===== src/hdl/stnd_pkg.sv =====
`timescale 1ns / 1ps
// Shared field widths, constants and types of the spectrum tone notch detector.
package stnd_pkg;

   localparam int LEVEL_W      = 14;
   localparam int HZ_W         = 14;
   localparam int PEAK_BIN_W   = 8;
   localparam int REQ_TDATA_W  = 16;
   localparam int RSP_TDATA_W  = 24;
   localparam int CSR_DATA_W   = 14;
   localparam int CSR_INDEX_W  = 2;

   localparam int BIN_COUNT_DEF     = 250;
   localparam int HISTORY_DEPTH_DEF = 3;
   localparam int BIN_STEP_HZ_DEF   = 50;

   // 6 dB in 1/64 dB units
   localparam int MARGIN_6DB        = 384;
   localparam int ROUND_HZ          = 50;
   localparam int HZ_MAX            = 8191;
   localparam int PASSBAND_LOW_RST  = 0;
   localparam int PASSBAND_HIGH_RST = 3000;

   localparam logic signed [LEVEL_W-1:0] LEVEL_MIN = {1'b1, {(LEVEL_W-1){1'b0}}};
   localparam logic signed [HZ_W-1:0]    EMPTY_NOTCH_HZ = HZ_W'(3000);

   typedef enum logic [CSR_INDEX_W-1:0] {
      CSR_PASSBAND_LOW   = 2'd0,
      CSR_PASSBAND_HIGH  = 2'd1,
      CSR_LOWER_SIDEBAND = 2'd2
   } csr_index_type;

   // Result payload, last member in the lowest bits
   typedef struct packed {
      logic [PEAK_BIN_W-1:0]  peak_bin;
      logic signed [HZ_W-1:0] notch_center_hz;
      logic                   history_agrees;
      logic                   tone_found;
   } rsp_payload_type;

endpackage


===== src/hdl/spectrum_tone_notch_detector.sv =====
`timescale 1ns / 1ps
// Spectrum tone detector that proposes a notch centre once per spectrum frame.
//
// Usage:
//   req_ channel carries one power bin per transaction, in bin order; req_tlast
//   marks the last bin of a frame. rsp_ channel carries one transaction per
//   frame, with the tone decision, history agreement, notch centre and peak bin.
//   csr_ port writes the passband edges and the sideband select; write only
//   while no frame is in flight.
// Throughput: one bin per clock; a frame end waits while the result stages are full.
// Result path: the transaction carrying req_tlast loads the input register, then
//   the frame result passes the accumulator snapshot, multiply stage, rounding
//   stage, frequency stage and history/output register.
// Reset: synchronous, active high; clears the frame accumulators, the tone
//   history, the passband registers (0 Hz .. 3000 Hz, upper sideband) and all
//   valid flags. No clearing pass is needed.
// Stall: each stage holds while the stage after it is full. Bins keep flowing
//   into the accumulator while results wait; only a frame end stalls, and only
//   once every stage downstream of the accumulator is occupied.
module spectrum_tone_notch_detector
   import stnd_pkg::*;
#(
   parameter int BIN_COUNT     = BIN_COUNT_DEF,
   parameter int HISTORY_DEPTH = HISTORY_DEPTH_DEF,
   parameter int BIN_STEP_HZ   = BIN_STEP_HZ_DEF
) (
   input  logic                   clock,
   input  logic                   reset,
   input  logic                   req_tvalid,
   output logic                   req_tready,
   input  logic [REQ_TDATA_W-1:0] req_tdata,   // [13:0] bin_level, [15:14] zero
   input  logic                   req_tlast,   // frame_end
   output logic                   rsp_tvalid,
   input  logic                   rsp_tready,
   output logic [RSP_TDATA_W-1:0] rsp_tdata,   // [0] tone_found, [1] history_agrees,
                                               // [15:2] notch_center_hz, [23:16] peak_bin
   input  logic                   csr_wen,
   input  logic [CSR_INDEX_W-1:0] csr_index,
   input  logic [CSR_DATA_W-1:0]  csr_wdata
);

   // ---------------------------------------------------------------------------
   // Derived widths and constants
   // ---------------------------------------------------------------------------
   localparam int IDX_W   = $clog2(BIN_COUNT + 1);
   localparam int SUM_W   = LEVEL_W + IDX_W;
   localparam int CMP_W   = SUM_W + 3;
   localparam int LVX_W   = LEVEL_W + 1;
   localparam int WIN_W   = ((IDX_W > HZ_W) ? IDX_W : HZ_W) + 2;
   localparam int CENTRE  = BIN_COUNT / 2;
   localparam int SLOT_W  = $clog2(HISTORY_DEPTH);

   // Passband edge / step: reciprocal multiply, exact for any 14-bit magnitude
   localparam int DIV_SH  = CSR_DATA_W + $clog2(BIN_STEP_HZ + 1);
   localparam int DIV_M_W = DIV_SH + 1;
   localparam logic [DIV_M_W-1:0] DIV_M =
      DIV_M_W'(((longint'(1) << DIV_SH) + BIN_STEP_HZ - 1) / BIN_STEP_HZ);
   localparam int START_RST = CENTRE + PASSBAND_LOW_RST / BIN_STEP_HZ;
   localparam int STOP_RST  = CENTRE + PASSBAND_HIGH_RST / BIN_STEP_HZ;

   // Tone frequency arithmetic
   localparam int K_W         = IDX_W + 1;
   localparam int STEP_W      = $clog2(BIN_STEP_HZ + 1) + 1;
   localparam int SAT_LIMIT   = (HZ_MAX / ROUND_HZ + 1) * ROUND_HZ;
   localparam int AF_NARROW_W = $clog2(SAT_LIMIT);
   localparam int F_W = ((IDX_W + STEP_W + 2) > (AF_NARROW_W + 1)) ?
                        (IDX_W + STEP_W + 2) : (AF_NARROW_W + 1);
   localparam int Q_W         = $clog2(SAT_LIMIT / ROUND_HZ);
   localparam int R_SH        = AF_NARROW_W + $clog2(ROUND_HZ + 1);
   localparam int R_M_W       = R_SH + 1;
   localparam logic [R_M_W-1:0] R_M =
      R_M_W'(((longint'(1) << R_SH) + ROUND_HZ - 1) / ROUND_HZ);

   localparam logic signed [WIN_W-1:0] CENTRE_W   = WIN_W'(CENTRE);
   localparam logic signed [K_W-1:0]   CENTRE_K   = K_W'(CENTRE);
   localparam logic signed [F_W-1:0]   STEP_F     = F_W'(BIN_STEP_HZ);
   localparam logic signed [F_W-1:0]   HALF_STEP  = F_W'(BIN_STEP_HZ / 2);
   localparam logic [F_W-1:0]          ROUND_HALF = F_W'(ROUND_HZ / 2);
   localparam logic signed [LVX_W-1:0] MARGIN_S   = LVX_W'(MARGIN_6DB);

   // ---------------------------------------------------------------------------
   // Configuration: passband edges are kept as bin indexes
   // ---------------------------------------------------------------------------
   logic                               csr_neg;
   logic [CSR_DATA_W-1:0]              csr_mag;
   logic [CSR_DATA_W+DIV_M_W-1:0]      csr_prod;
   logic [CSR_DATA_W-1:0]              csr_quo;
   logic signed [WIN_W-1:0]            csr_edge;
   logic signed [WIN_W-1:0]            win_start_ff;
   logic signed [WIN_W-1:0]            win_stop_ff;
   logic                               lsb_ff;

   always_comb begin
      csr_neg  = csr_wdata[CSR_DATA_W-1];
      csr_mag  = csr_neg ? (~csr_wdata + 1'b1) : csr_wdata;
      csr_prod = (CSR_DATA_W+DIV_M_W)'(csr_mag) * (CSR_DATA_W+DIV_M_W)'(DIV_M);
      csr_quo  = csr_prod[DIV_SH +: CSR_DATA_W];
      // Quotient truncates toward zero, so apply the sign after dividing
      csr_edge = csr_neg ? (CENTRE_W - WIN_W'(csr_quo)) : (CENTRE_W + WIN_W'(csr_quo));
   end

   always_ff @(posedge clock) begin
      if (reset) begin
         win_start_ff <= WIN_W'(START_RST);
         win_stop_ff  <= WIN_W'(STOP_RST);
         lsb_ff       <= 1'b0;
      end else if (csr_wen) begin
         unique case (csr_index)
            CSR_PASSBAND_LOW:   win_start_ff <= csr_edge;
            CSR_PASSBAND_HIGH:  win_stop_ff  <= csr_edge;
            CSR_LOWER_SIDEBAND: lsb_ff       <= csr_wdata[0];
            default: ;
         endcase
      end
   end

   // ---------------------------------------------------------------------------
   // Stage flow control: each stage advances when the one after it has room
   // ---------------------------------------------------------------------------
   logic in_v_ff, snap_v_ff, prod_v_ff, quo_v_ff, hval_v_ff, rsp_valid_ff;
   logic in_last_ff;
   logic out_free, hval_free, quo_free, prod_free, snap_free, acc_take;

   assign out_free   = !rsp_valid_ff || rsp_tready;
   assign hval_free  = !hval_v_ff || out_free;
   assign quo_free   = !quo_v_ff || hval_free;
   assign prod_free  = !prod_v_ff || quo_free;
   assign snap_free  = !snap_v_ff || prod_free;
   // Plain bins always drain; a frame end needs room for its snapshot
   assign acc_take   = in_v_ff && (!in_last_ff || snap_free);
   assign req_tready = !in_v_ff || acc_take;

   always_ff @(posedge clock) begin
      if (reset) begin
         in_v_ff      <= 1'b0;
         snap_v_ff    <= 1'b0;
         prod_v_ff    <= 1'b0;
         quo_v_ff     <= 1'b0;
         hval_v_ff    <= 1'b0;
         rsp_valid_ff <= 1'b0;
      end else begin
         if (req_tready) in_v_ff      <= req_tvalid;
         if (snap_free)  snap_v_ff    <= acc_take && in_last_ff;
         if (prod_free)  prod_v_ff    <= snap_v_ff;
         if (quo_free)   quo_v_ff     <= prod_v_ff;
         if (hval_free)  hval_v_ff    <= quo_v_ff;
         if (out_free)   rsp_valid_ff <= hval_v_ff;
      end
   end

   // ---------------------------------------------------------------------------
   // Input register
   // ---------------------------------------------------------------------------
   logic signed [LEVEL_W-1:0] in_level_ff;

   always_ff @(posedge clock) begin
      if (req_tvalid && req_tready) begin
         in_level_ff <= req_tdata[LEVEL_W-1:0];
         in_last_ff  <= req_tlast;
      end
   end

   // ---------------------------------------------------------------------------
   // Frame accumulator: window test, first strict maximum, level sum, bin count
   // ---------------------------------------------------------------------------
   logic [IDX_W-1:0]          bin_idx_ff;
   logic signed [LEVEL_W-1:0] peak_level_ff, peak_level_in;
   logic [IDX_W-1:0]          peak_idx_ff, peak_idx_in;
   logic signed [SUM_W-1:0]   level_sum_ff, level_sum_in;
   logic [IDX_W-1:0]          win_cnt_ff, win_cnt_in;
   logic signed [WIN_W-1:0]   idx_s;
   logic                      in_win, take_peak;

   always_comb begin
      idx_s     = WIN_W'({1'b0, bin_idx_ff});
      in_win    = (bin_idx_ff < IDX_W'(BIN_COUNT)) &&
                  (idx_s >= win_start_ff) && (idx_s < win_stop_ff);
      // The first bin inside the window always becomes the peak
      take_peak = in_win && ((win_cnt_ff == '0) || (in_level_ff > peak_level_ff));
      peak_level_in = take_peak ? in_level_ff : peak_level_ff;
      peak_idx_in   = take_peak ? bin_idx_ff : peak_idx_ff;
      level_sum_in  = in_win ? (level_sum_ff + SUM_W'(in_level_ff)) : level_sum_ff;
      win_cnt_in    = in_win ? (win_cnt_ff + 1'b1) : win_cnt_ff;
   end

   always_ff @(posedge clock) begin
      if (reset) begin
         bin_idx_ff    <= '0;
         peak_level_ff <= LEVEL_MIN;
         peak_idx_ff   <= '0;
         level_sum_ff  <= '0;
         win_cnt_ff    <= '0;
      end else if (acc_take) begin
         if (in_last_ff) begin
            // Frame closed: start the next one afresh
            bin_idx_ff    <= '0;
            peak_level_ff <= LEVEL_MIN;
            peak_idx_ff   <= '0;
            level_sum_ff  <= '0;
            win_cnt_ff    <= '0;
         end else begin
            // Hold the index at BIN_COUNT on an overlong frame
            if (bin_idx_ff < IDX_W'(BIN_COUNT)) bin_idx_ff <= bin_idx_ff + 1'b1;
            peak_level_ff <= peak_level_in;
            peak_idx_ff   <= peak_idx_in;
            level_sum_ff  <= level_sum_in;
            win_cnt_ff    <= win_cnt_in;
         end
      end
   end

   // Frame snapshot, taken with the last bin included
   logic signed [LEVEL_W-1:0] snap_peak_ff;
   logic [IDX_W-1:0]          snap_idx_ff;
   logic signed [SUM_W-1:0]   snap_sum_ff;
   logic [IDX_W-1:0]          snap_cnt_ff;

   always_ff @(posedge clock) begin
      if (snap_free && acc_take && in_last_ff) begin
         snap_peak_ff <= peak_level_in;
         snap_idx_ff  <= peak_idx_in;
         snap_sum_ff  <= level_sum_in;
         snap_cnt_ff  <= win_cnt_in;
      end
   end

   // ---------------------------------------------------------------------------
   // Multiply stage: (count-3)*(peak-6dB) against sum-3*peak, raw tone frequency
   // ---------------------------------------------------------------------------
   logic [IDX_W-1:0]          cnt_m3;
   logic signed [LVX_W-1:0]   peak_m;
   logic signed [CMP_W-1:0]   lhs_in, rhs_in, lhs_ff, rhs_ff;
   logic                      many_in, many_ff;
   logic signed [K_W-1:0]     k_in;
   logic signed [F_W-1:0]     f_in;
   logic [F_W-1:0]            af_in, af_ff;
   logic                      fneg_ff;
   logic [IDX_W-1:0]          prod_idx_ff;

   always_comb begin
      many_in = snap_cnt_ff > IDX_W'(3);
      cnt_m3  = snap_cnt_ff - IDX_W'(3);
      peak_m  = LVX_W'(snap_peak_ff) - MARGIN_S;
      lhs_in  = CMP_W'($signed({1'b0, cnt_m3})) * CMP_W'(peak_m);
      rhs_in  = CMP_W'(snap_sum_ff) - CMP_W'(snap_peak_ff) * CMP_W'(3);
      // Upper sideband reads the tone one bin lower
      k_in    = K_W'($signed({1'b0, snap_idx_ff})) - CENTRE_K -
                K_W'($signed({1'b0, ~lsb_ff}));
      f_in    = F_W'(k_in) * STEP_F + HALF_STEP;
      af_in   = (f_in[F_W-1] ? F_W'(-f_in) : F_W'(f_in)) + ROUND_HALF;
   end

   always_ff @(posedge clock) begin
      if (prod_free && snap_v_ff) begin
         lhs_ff      <= lhs_in;
         rhs_ff      <= rhs_in;
         many_ff     <= many_in;
         af_ff       <= af_in;
         fneg_ff     <= f_in[F_W-1];
         prod_idx_ff <= snap_idx_ff;
      end
   end

   // ---------------------------------------------------------------------------
   // Rounding stage: tone decision, divide by the rounding step, saturate
   // ---------------------------------------------------------------------------
   logic [AF_NARROW_W+R_M_W-1:0] q_prod;
   logic [Q_W-1:0]               q_in, q_ff;
   logic                         sat_in, sat_ff, tone_in, quo_tone_ff, quo_neg_ff;
   logic [IDX_W-1:0]             quo_idx_ff;

   always_comb begin
      tone_in = many_ff && (lhs_ff > rhs_ff);
      sat_in  = af_ff >= F_W'(SAT_LIMIT);
      q_prod  = (AF_NARROW_W+R_M_W)'(af_ff[AF_NARROW_W-1:0]) * (AF_NARROW_W+R_M_W)'(R_M);
      q_in    = q_prod[R_SH +: Q_W];
   end

   always_ff @(posedge clock) begin
      if (quo_free && prod_v_ff) begin
         quo_tone_ff <= tone_in;
         sat_ff      <= sat_in;
         q_ff        <= q_in;
         quo_neg_ff  <= fneg_ff;
         quo_idx_ff  <= prod_idx_ff;
      end
   end

   // ---------------------------------------------------------------------------
   // Frequency stage: history value, zero when there is no tone
   // ---------------------------------------------------------------------------
   logic [HZ_W-1:0]        mag_in;
   logic signed [HZ_W-1:0] hval_in, hval_ff;
   logic                   hval_tone_ff;
   logic [IDX_W-1:0]       hval_idx_ff;

   always_comb begin
      mag_in = sat_ff ? HZ_W'(HZ_MAX) : HZ_W'(q_ff * ROUND_HZ);
      if (!quo_tone_ff) hval_in = '0;
      else if (quo_neg_ff) hval_in = -$signed(mag_in);
      else hval_in = $signed(mag_in);
   end

   always_ff @(posedge clock) begin
      if (hval_free && quo_v_ff) begin
         hval_ff      <= hval_in;
         hval_tone_ff <= quo_tone_ff;
         hval_idx_ff  <= quo_idx_ff;
      end
   end

   // ---------------------------------------------------------------------------
   // History and output register
   // ---------------------------------------------------------------------------
   logic signed [HZ_W-1:0] hist_ff [HISTORY_DEPTH];
   logic signed [HZ_W-1:0] hist_in [HISTORY_DEPTH];
   logic [SLOT_W-1:0]      slot_ff, slot_in;
   logic                   agree_in;
   logic signed [HZ_W-1:0] notch_in;
   rsp_payload_type        rsp_data_ff;

   always_comb begin
      for (int i = 0; i < HISTORY_DEPTH; i++) begin
         hist_in[i] = (SLOT_W'(i) == slot_ff) ? hval_ff : hist_ff[i];
      end
      agree_in = 1'b1;
      for (int i = 1; i < HISTORY_DEPTH; i++) begin
         if (hist_in[i] != hist_in[0]) agree_in = 1'b0;
      end
      slot_in = (slot_ff == SLOT_W'(HISTORY_DEPTH - 1)) ? '0 : (slot_ff + 1'b1);
      // Disagreement leaves the centre at zero; agreement on zero means no notch
      notch_in = '0;
      if (agree_in) begin
         notch_in = lsb_ff ? -hist_in[0] : hist_in[0];
         if (notch_in == '0) notch_in = EMPTY_NOTCH_HZ;
      end
   end

   always_ff @(posedge clock) begin
      if (reset) begin
         for (int i = 0; i < HISTORY_DEPTH; i++) hist_ff[i] <= '0;
         slot_ff <= '0;
      end else if (out_free && hval_v_ff) begin
         for (int i = 0; i < HISTORY_DEPTH; i++) hist_ff[i] <= hist_in[i];
         slot_ff <= slot_in;
      end
   end

   always_ff @(posedge clock) begin
      if (out_free && hval_v_ff) begin
         rsp_data_ff.tone_found      <= hval_tone_ff;
         rsp_data_ff.history_agrees  <= agree_in;
         rsp_data_ff.notch_center_hz <= notch_in;
         rsp_data_ff.peak_bin        <= PEAK_BIN_W'(hval_idx_ff);
      end
   end

   assign rsp_tvalid = rsp_valid_ff;
   assign rsp_tdata  = rsp_data_ff;

endmodule


===== config.mk =====
export PLATFORM = sky130hd
export DESIGN_NAME = spectrum_tone_notch_detector
export DESIGN_NICKNAME = d
export VERILOG_FILES = /design/src/hdl/stnd_pkg.sv /design/src/hdl/spectrum_tone_notch_detector.sv
export SDC_FILE = /design/constraint.sdc
export NUM_CORES = 1
export LEC_CHECK = 0
export ABC_AREA = 1
export BUFFER_PORTS_ARGS = -buffer_cell sky130_fd_sc_hd__buf_2
export CAP_MARGIN = 20
export CORE_MARGIN = 5
export CORE_UTILIZATION = 40
export CTS_CLUSTER_DIAMETER = 150
export DETAILED_ROUTE_END_ITERATION = 7
export SLEW_MARGIN = 15
export SYNTH_ARGS = -nofsm -noshare
export SYNTH_HDL_FRONTEND = slang
export SYNTH_SLANG_ARGS = --single-unit

===== constraint.sdc =====
create_clock -name clock -period 6.72 [get_ports clock]
set_input_delay 0.336 -clock clock [delete_from_list [all_inputs] [get_ports clock]]
set_output_delay 0.336 -clock clock [all_outputs]
set_load 0.02 [all_outputs]

==> key figures <==
Power
  • Maximum VDD drop: 339 uV
  • Net switching power: 6.35 mW
  • Power Total: 13.5 mW
  • Switching power as a share of total power: 0.471
  • Cell-internal power: 7.14 mW
  • Sequential share of power: 0.192
  • Gate power share: 0.640
  • Static leakage: 18.0 nW
  • Relative contribution of the clock network to total power: 0.168
  • P per Cell Area: 374 mW/mm2

STA
  • Endpoints failing hold: 0
  • Tmin final: 6070 ps
  • Endpoints failing setup: 0
  • Total negative slack: 0 ps
  • Final WS setup: 653 ps
  • Max_slew headroom: 0.327
  • Worst slew pin tran: 1010 ps
  • Max Clock Skew: 25.1 ps
  • Fraction of the cycle the final worst path needs: 0.903
  • Highest Clock Rate: 0.165 GHz
  • Setup repair after global routing missed its margin: false
  • Number of pins with negative max-slew slack in the final report: 0

Clocking
  • # Post-CTS Setup Buffers: 0
  • Clock tree from TritonCTS: done
  • Clock slew seen by the registers of the worst setup and hold paths: 60 ps
  • Total number of H-tree levels: 2
  • Inserted Clock Buffers: 40
  • Later-pin clock latency in the skew report: 570 ps
  • TritonCTS sink count: 339
  • Clk Tree Root Cell: sky130_fd_sc_hd__clkbuf_16
  • Clk buf depth: 3

Final layout
  • Layout fillers: 8084
  • Footprint of the multi-input gates: 0.0203 mm2
  • Final layout net count: 4729
  • Flip-flop and latch area: 0.00927 mm2
  • Area added between synthesis and finish: 10.1%
  • Final Cell Area: 0.0361 mm2
  • Share of final-layout standard cells stronger than drive strength 1: 0.0577

Routing
  • Vias per inst: 4.82
  • Number of vias after detailed routing: 24.6k
  • Remaining antenna violation count: 0
  • Final routed wire length divided by cell count: 14.1 um
  • Number of remaining DRC errors: 0
  • Total iterations of the first detailed-routing run: 5
  • Detailed router's first-iteration violation count: 1184
  • Total routed wirelength: 72.2 mm

Floorplanning
  • Placeable core area: 0.0817 mm2
  • Cell row count: 105
  • Floorplan die area: 0.0878 mm2
  • Initial cell density of the core: 0.401
  • Die height: 296 um
  • Die boundary width: 296 um
  • Ports: 64

Logic synthesis
  • Synth cell types: 54
  • Synthesized cell area: 0.0328 mm2
  • Number of register bits inferred by synthesis: 339
  • Area leader, netlist: sky130_fd_sc_hd__edfxtp_1
  • Synth Area per Inst: 8.40 um2
  • Number of nets in the synthesized netlist: 4624
  • Number of standard cells after synthesis: 3902
  • Share of the synthesized area in the top cell type: 0.227
  • Synth warnings: 0
  • Cells taking the most area after synthesis: sky130_fd_sc_hd__edfxtp_1 (23%), sky130_fd_sc_hd__ha_1 (17%), sky130_fd_sc_hd__fa_1 (14%), sky130_fd_sc_hd__inv_1 (9.0%), sky130_fd_sc_hd__nand2_1 (8.6%)
  • Share of synthesized area occupied by flip-flops and latches: 0.283

Run status
  • Outcome: finished, final reports clean

Place
  • Detailed placement HPWL: 58.3 mm
  • Setup slack at placement: 123 ps
  • IO buf count: 61
  • GP Congestion: 0.860
  • Cell area after placement: 0.0346 mm2

Setup path
  • R2r endpoint: af_ff[7]
  • Reg2Reg Depth: 28
  • Required time of the critical path: 7010 ps
  • Max stage delay on crit path: 510 ps
  • Endpoint type of the worst setup path: flip-flop
  • Crit path from: lsb_ff
  • Worst reg2reg setup slack: 650 ps
  • Crit path kind: reg -> reg
  • Arrival @ worst endpoint: 6360 ps
  • Critical Path Most Common Cell: sky130_fd_sc_hd__nand2_1
  • Critical Path Slowest Stage Cell: sky130_fd_sc_hd__dfxtp_1
  • Crit Path Max Fanout: 17
  • R2R Path Start: lsb_ff
  • Type of origin of the critical path: flip-flop

Global routing
  • GR Util All Layers: 0.167
  • Wire length of the first global-routing pass: 120 mm
  • Initial antenna violation count: 0
  • Aggregate global routing overflow: 0
  • Pin count of the biggest net entering global routing: 71
  • Via count of the first global-routing pass: 24.2k

Run
  • Count of max-cap constraint violations: 0

Hold path
  • Min-Delay Endpoint: in_v_ff
  • HP Class: in -> reg
  • WHS Path Cells: 3
  • Hold_sp: req_tvalid
state kept, by name, summed over array words and instances, names as in the netlist, 11 cells and up:
| signal | flops |
|---|---|
| af_ff | 16 |
| hist_ff | 42 |
| hval_ff | 14 |
| in_level_ff | 14 |
| level_sum_ff | 22 |
| lhs_ff | 24 |
| peak_level_ff | 14 |
| rhs_ff | 23 |
| rsp_tdata | 24 |
| snap_peak_ff | 14 |
| snap_sum_ff | 22 |
| win_start_ff | 11 |
| win_stop_ff | 11 |
per-layer routing:
layer	GRT usage	wire length, um	up-vias
met5	0	0	-
met2	0.278	33000	394
met1	0.235	34900	11500
li1	-	-	12700
met4	0.0330	1320	0
met3	0.0214	2990	85
kinds of logic (layout without fill, tap and decap cells):
| group | count (synthesis) | in the layout | share of synthesized area |
|---|---|---|---|
| AOI/OAI and AO/OA | 430 | 430 | 0.0723 |
| xor gates and xnor gates | 175 | 175 | 0.0467 |
| adders and majority gates | 684 | 684 | 0.314 |
| buffers and inverters | 854 | 989 | 0.0989 |
| DFF | 339 | 339 | 0.283 |
| muxes | 14 | 14 | 0.00427 |
| other | 1 | 2 | 0.000114 |
| and+or+nand+nor | 1405 | 1405 | 0.181 |
cell usage after synthesis, drive strengths merged:
library cell / number
a211o: 1
a211oi: 3
a21boi: 5
a21o: 8
a21oi: 245
a221o: 1
a221oi: 1
a31o: 2
a31oi: 10
a41oi: 1
and2: 27
and3: 3
buf: 15
clkbuf: 45
clkinv: 4
conb: 1
dfxtp: 91
edfxtp: 248
fa: 232
ha: 452
inv: 790
mux2i: 14
nand2: 759
nand3: 157
nand3b: 19
nand4: 36
nor2: 322
nor3: 42
nor3b: 7
nor4: 11
o211ai: 14
o21a: 7
o21ai: 111
o21bai: 13
o221ai: 1
o22ai: 2
o31ai: 5
or2: 22
xnor2: 50
xor2: 125
final cells by class:
type | instances | area share
multi-input cells | 2709 | 0.564
flip-flops and latches | 339 | 0.257
inverters | 794 | 0.0826
well taps | 1070 | 0.0371
clock buffers | 45 | 0.0288
repair buffers | 123 | 0.0224
clock inverters | 27 | 0.00870
diodes | 1 | 0.0000693
what timing repair did:
| action | 4_1_cts | 5_1_grt |
|---|---|---|
| setup endpoints to repair | 0 | 5 |
| resized for setup | 0 | 1 |
| hold buffers | 15 | 0 |
| endpoints found under the hold margin | 15 | 0 |
worst max path at each step:
stage	to	slack (ps)	depth (start not counted)
2_1_floorplan	win_start_ff[7]	320	32
3_3_place_gp	win_start_ff[14]	150	38
3_5_place_dp	win_stop_ff[14]	120	36
4_1_cts	af_ff[14]	440	30
5_1_grt	win_start_ff[14]	40	40
6_report	af_ff[7]	650	28
cells in the final DEF (no fill, tap or decap), types with 6 or more instances in the layout:
cell / Yosys / final
sky130_fd_sc_hd__nor2_2: 5 / 6
sky130_fd_sc_hd__nand2_1: 754 / 753
sky130_fd_sc_hd__nand3b_1: 19 / 19
sky130_fd_sc_hd__ha_1: 452 / 452
sky130_fd_sc_hd__clkinv_2: 0 / 10
sky130_fd_sc_hd__o21ai_2: 6 / 6
sky130_fd_sc_hd__nor3_1: 40 / 40
sky130_fd_sc_hd__bufinv_16: 0 / 6
sky130_fd_sc_hd__dlygate4sd3_1: 0 / 15
sky130_fd_sc_hd__o21a_1: 7 / 7
sky130_fd_sc_hd__o211ai_1: 14 / 14
sky130_fd_sc_hd__a31oi_1: 10 / 10
sky130_fd_sc_hd__buf_4: 0 / 47
sky130_fd_sc_hd__buf_2: 6 / 61
sky130_fd_sc_hd__nor3b_1: 7 / 7
sky130_fd_sc_hd__dfxtp_1: 91 / 91
sky130_fd_sc_hd__edfxtp_1: 248 / 248
sky130_fd_sc_hd__nand4_1: 36 / 36
sky130_fd_sc_hd__clkbuf_16: 0 / 40
sky130_fd_sc_hd__or2_2: 21 / 21
sky130_fd_sc_hd__xnor2_1: 50 / 49
sky130_fd_sc_hd__o21ai_0: 100 / 99
sky130_fd_sc_hd__nand3_1: 156 / 156
sky130_fd_sc_hd__fa_1: 232 / 232
sky130_fd_sc_hd__nor2_1: 315 / 312
sky130_fd_sc_hd__inv_1: 786 / 785
sky130_fd_sc_hd__clkinv_1: 4 / 7
sky130_fd_sc_hd__a21o_1: 8 / 8
sky130_fd_sc_hd__xor2_1: 125 / 125
sky130_fd_sc_hd__a21oi_1: 244 / 243
sky130_fd_sc_hd__nor4_1: 11 / 10
sky130_fd_sc_hd__mux2i_1: 14 / 14
sky130_fd_sc_hd__o21bai_1: 13 / 13
sky130_fd_sc_hd__and2_1: 27 / 27
stage by stage:
stage / hold WS (ps) / utilization / cells
2_1_floorplan: 400 / - / 3902
3_3_place_gp: 402 / 0.423 / 5020
3_5_place_dp: 405 / 0.423 / 5020
4_1_cts: 34.6 / 0.442 / 5107
5_1_grt: 88.7 / 0.442 / 5107
6_report: 72.6 / 0.442 / 5108
worst max-delay path: cells and delay by family (launching register included):
family	cells	cell delay, ps
xor+xnor	1	230
simple gates	12	1350
fa+ha+maj	7	2420
flops	1	510
compound gates	5	980
buf+inv	3	320
power by group through the flow:
stage	Sequential (mW)	Combinational, mW	Clock [mW]
after floorplan	2.61	6.60	0
after global placement	2.64	8.59	0
after detailed placement	2.64	8.67	0
after CTS	2.59	8.74	2.33
after global routing	2.60	10.2	2.41
final	2.59	8.63	2.27
No activity file was read; power rests on OpenSTA's default activity.
